$ cat src/rtl/core/tlic_ram.sv
// generic simple dual-port ram, one write and one registered read port
// depends on nothing; instantiated by two_level_inclusive_cache_tags
module tlic_ram #(
	parameter int WIDTH = 8,
	parameter int DEPTH = 16,
	localparam int AW = (DEPTH > 1) ? $clog2(DEPTH) : 1
) (
	input  logic             clk,
	input  logic             we,
	input  logic [AW-1:0]    waddr,
	input  logic [WIDTH-1:0] wdata,
	input  logic [AW-1:0]    raddr,
	output logic [WIDTH-1:0] rdata
);

	logic [WIDTH-1:0] mem [DEPTH];

	// write port and registered read
	always_ff @(posedge clk) begin
		if (we) begin
			mem[waddr] <= wdata;
		end
		rdata <= mem[raddr];
	end

endmodule

$ cat config.mk
export PLATFORM = sky130hd
export DESIGN_NAME = tlic_ram
export DESIGN_NICKNAME = d
export VERILOG_FILES = /design/src/rtl/core/tlic_ram.sv
export SDC_FILE = /design/constraint.sdc
export NUM_CORES = 1
export LEC_CHECK = 0
export ABC_AREA = 0
export BUFFER_PORTS_ARGS = -buffer_cell sky130_fd_sc_hd__buf_2
export CORE_MARGIN = 4
export CORE_UTILIZATION = 45
export CTS_CLUSTER_DIAMETER = 40
export CTS_CLUSTER_SIZE = 30
export DETAILED_ROUTE_END_ITERATION = 12
export PLACE_DENSITY_LB_ADDON = 0.25
export SLEW_MARGIN = 20
export SYNTH_ARGS = -nofsm -noshare
export SYNTH_HDL_FRONTEND = slang
export SYNTH_SLANG_ARGS = --single-unit
$ cat constraint.sdc
create_clock -name clk -period 2.4 [get_ports clk]
set_input_delay 0.6 -clock clk [delete_from_list [all_inputs] [get_ports clk]]
set_output_delay 0.6 -clock clk [all_outputs]
set_load 0.005 [all_outputs]
==> impl_metrics.yaml <==
clock_network:
  clk_latency_ns: 0.41
  post_cts_buffers: 0
  htreeDepth: 4
  cts.sinks: 136
  cts_made_buffers: 17
  cts_resized: 0
  cts.clk_slew.worst_paths_ns: 0.05
  max-clock-path-buffers: 2
  hold_buffers: 0
  cts_tree: "done"
  clock-root-buffer: "clkbuf_16"
sta:
  grt_setup_unrepaired: "no"
  max_slew_margin: 0.725
  max_freq_ghz: 0.583
  tightest_slew_ns: 0.412
  period_needed_ns: 1.72
  slew_viol_final: 0
  fin_skew_ns: 0.0220
  fin_crit_sh: 0.715
  setup_viol_count_final: 0
  hold_viol: 0
  tns_ns: 0
yosys:
  yosysTopAreaCell: "edfxtp_1"
  ys_top_cells_by_area: "edfxtp_1, mux4_2, mux4_1, dfxtp_1, a22oi_1"
  yosys_warnings: 0
  netlist_instances: 229
  ys_ff_latch: 136
  synth_area_per_cell_sq_um: 22.5
  yosysSeqAreaShare: 0.778
  ys_types: 19
  synth_fp_nets: 247
  yosysTopAreaCellShare: 0.747
  synth_area_sq_um: 5150
floorplanning:
  core-area_sq_um: 11000
  ios: 26
  fp.dieH_um: 115
  row_count: 38
  dieArea_sq_um: 13200
  die_x_um: 115
  initial_utilization: 0.467
global_routing:
  antenna_found_initial: 0
  grt_pass1_wl_um: 15000
  grt_usage: 0.160
  grt_pass1_vias: 2497
  grt_max_degree: 19
  grt_overflow: 0
worst_setup_path:
  worst_setup_path_end_kind: "flop"
  rr_startpoint: "mem[1][0]"
  crit_chain: "buf_2 > buf_12 > mux4_1 > a22oi_1 > nand2_1"
  cp_max_fo: 18
  cp_slowest_cell: "mux4_1"
  r2r_end: "rdata[0]"
  worstRegToRegCells: 3
  worst_path_largest_cell_delay_ns: 0.58
  cp_data_arrival_time_ns: 2.01
  cp-start-kind: "primary input"
  crit_type: "primary input to flop"
  required_ns: 2.69
  r2r_slack_ns: 1.03
route:
  drc: 0
  firstDrtPassIters: 4
  routed_wirelength_um: 9270
  drt_iter0_drc: 187
  wl_per_cell_um: 21.1
  detail-route-antenna-nets: 0
  route.vias.total: 2389
  vias_per_cell: 5.44
final_layout:
  syn2layout_area_growth_pct: 19.7
  drive_gt1_frac: 0.314
  fill_cells: 833
  finalNetCount: 304
  antenna_cells: 0
  design_area_sq_um: 6160
power_and_ir_drop:
  p_leak_nw: 2.12
  p_per_area_nw_per_um2: 904
  ir_worst_vdd_v: 0.000421
hold_path:
  min_path_cells: 1
  min_to: "mem[0][5]"
  worstHoldStart: "wdata[5]"
  hp-class: "primary input to flop"
run:
  cap_violations: 0
placed_design:
  portBuffers: 25
  place_area_sq_um: 5550
  dp_hpwl_um: 6080
  gp_congestion: 0.728
run_status:
  status: "completed"
-- power by group --
| part | total [mW] | internal [mW] | switching, mW |
|---|---|---|---|
| clock network | 2.65 | 1.78 | 0.876 |
| registers | 2.67 | 2.66 | 0.0150 |
| logic | 0.241 | 0.108 | 0.133 |
| total | 5.57 | 4.54 | 1.02 |
-- cell usage in the layout (no fill, tap or decap) --
| cell type | instances |
|---|---|
| dfxtp_1 | 8 |
| nand2b_1 | 2 |
| clkinv_2 | 3 |
| clkbuf_16 | 17 |
| clkinv_1 | 2 |
| buf_12 | 1 |
| edfxtp_1 | 128 |
| bufinv_16 | 4 |
| buf_2 | 25 |
| nand3_1 | 1 |
| mux4_2 | 18 |
| clkinvlp_4 | 1 |
| a22oi_1 | 16 |
| clkbuf_1 | 3 |
| nor2b_1 | 1 |
| nand2_1 | 9 |
| buf_4 | 22 |
| and2b_1 | 1 |
| nor2_1 | 13 |
| clkbuf_8 | 2 |
| or3b_2 | 1 |
| nor3_1 | 4 |
| mux4_1 | 14 |
| and2_1 | 1 |
| nand3b_1 | 2 |
-- synthesized netlist by cell type (all sizes together) --
cell type,instances
clkdlybuf4s25,3
mux4,32
buf,7
and2b,1
nand3b,2
dfxtp,8
or3b,1
edfxtp,128
a22oi,16
nand2b,2
nor2b,1
and2,1
nand3,1
nor2,13
nand2,9
nor3,4
-- registers in the layout, indices dropped and copies added, names as in the netlist --
name,count
rdata,8
mem,128
-- how the worst max path moves through the flow --
stage	from	depth (start not counted)	to	slack, ns
global route	raddr[0]	5	rdata[4]	0.59
global placement	raddr[0]	5	rdata[7]	0.21
CTS	raddr[0]	5	rdata[0]	0.65
finish	raddr[0]	5	rdata[0]	0.68
floorplan	waddr[2]	2	mem[0][0]	0.31
detailed placement	raddr[0]	5	rdata[0]	0.22
-- cells by family after synthesis --
family	Yosys count	share of synthesized area
flip-flops	136	0.778
multiplexers	32	0.150
AND/OR/NAND/NOR	35	0.0318
AO/OA/AOI/OAI	16	0.0233
buffers and inverters	10	0.0168
-- worst max-delay path: cells and delay by family --
family,cells,cell delay (ns)
AO/OA/AOI/OAI,1,0.26
buffers and inverters,2,0.46
AND/OR/NAND/NOR,1,0.10
multiplexers,1,0.58
-- layer usage --
metal,vias to the layer above,GRT usage,share of wire
met3,11,0.0474,0.044
met5,-,0,0
li1,1086,-,-
met2,59,0.233,0.48
met1,1233,0.230,0.46
met4,0,0.0634,0.015
-- cell type report --
cell class | count | area (sq um) | share of cell area
flip-flops and latches | 136 | 4000 | 0.650
multi-input cells | 83 | 1060 | 0.172
well taps | 140 | 175 | 0.0284
clock buffers | 22 | 464 | 0.0753
clock inverters | 10 | 150 | 0.0244
repair buffers | 48 | 310 | 0.0504
-- per-stage QoR --
stage	utilization	worst slack [ns]	instances	hold slack (ns)	total power [mW]
floorplan	-	0.307	229	0.629	2.85
global placement	0.503	0.205	407	0.658	2.96
detailed placement	0.503	0.224	407	0.666	2.97
CTS	0.559	0.647	439	0.550	5.62
global route	0.559	0.595	439	0.561	5.78
finish	0.559	0.684	439	0.563	5.57
No activity file was read; power rests on OpenSTA's default activity.
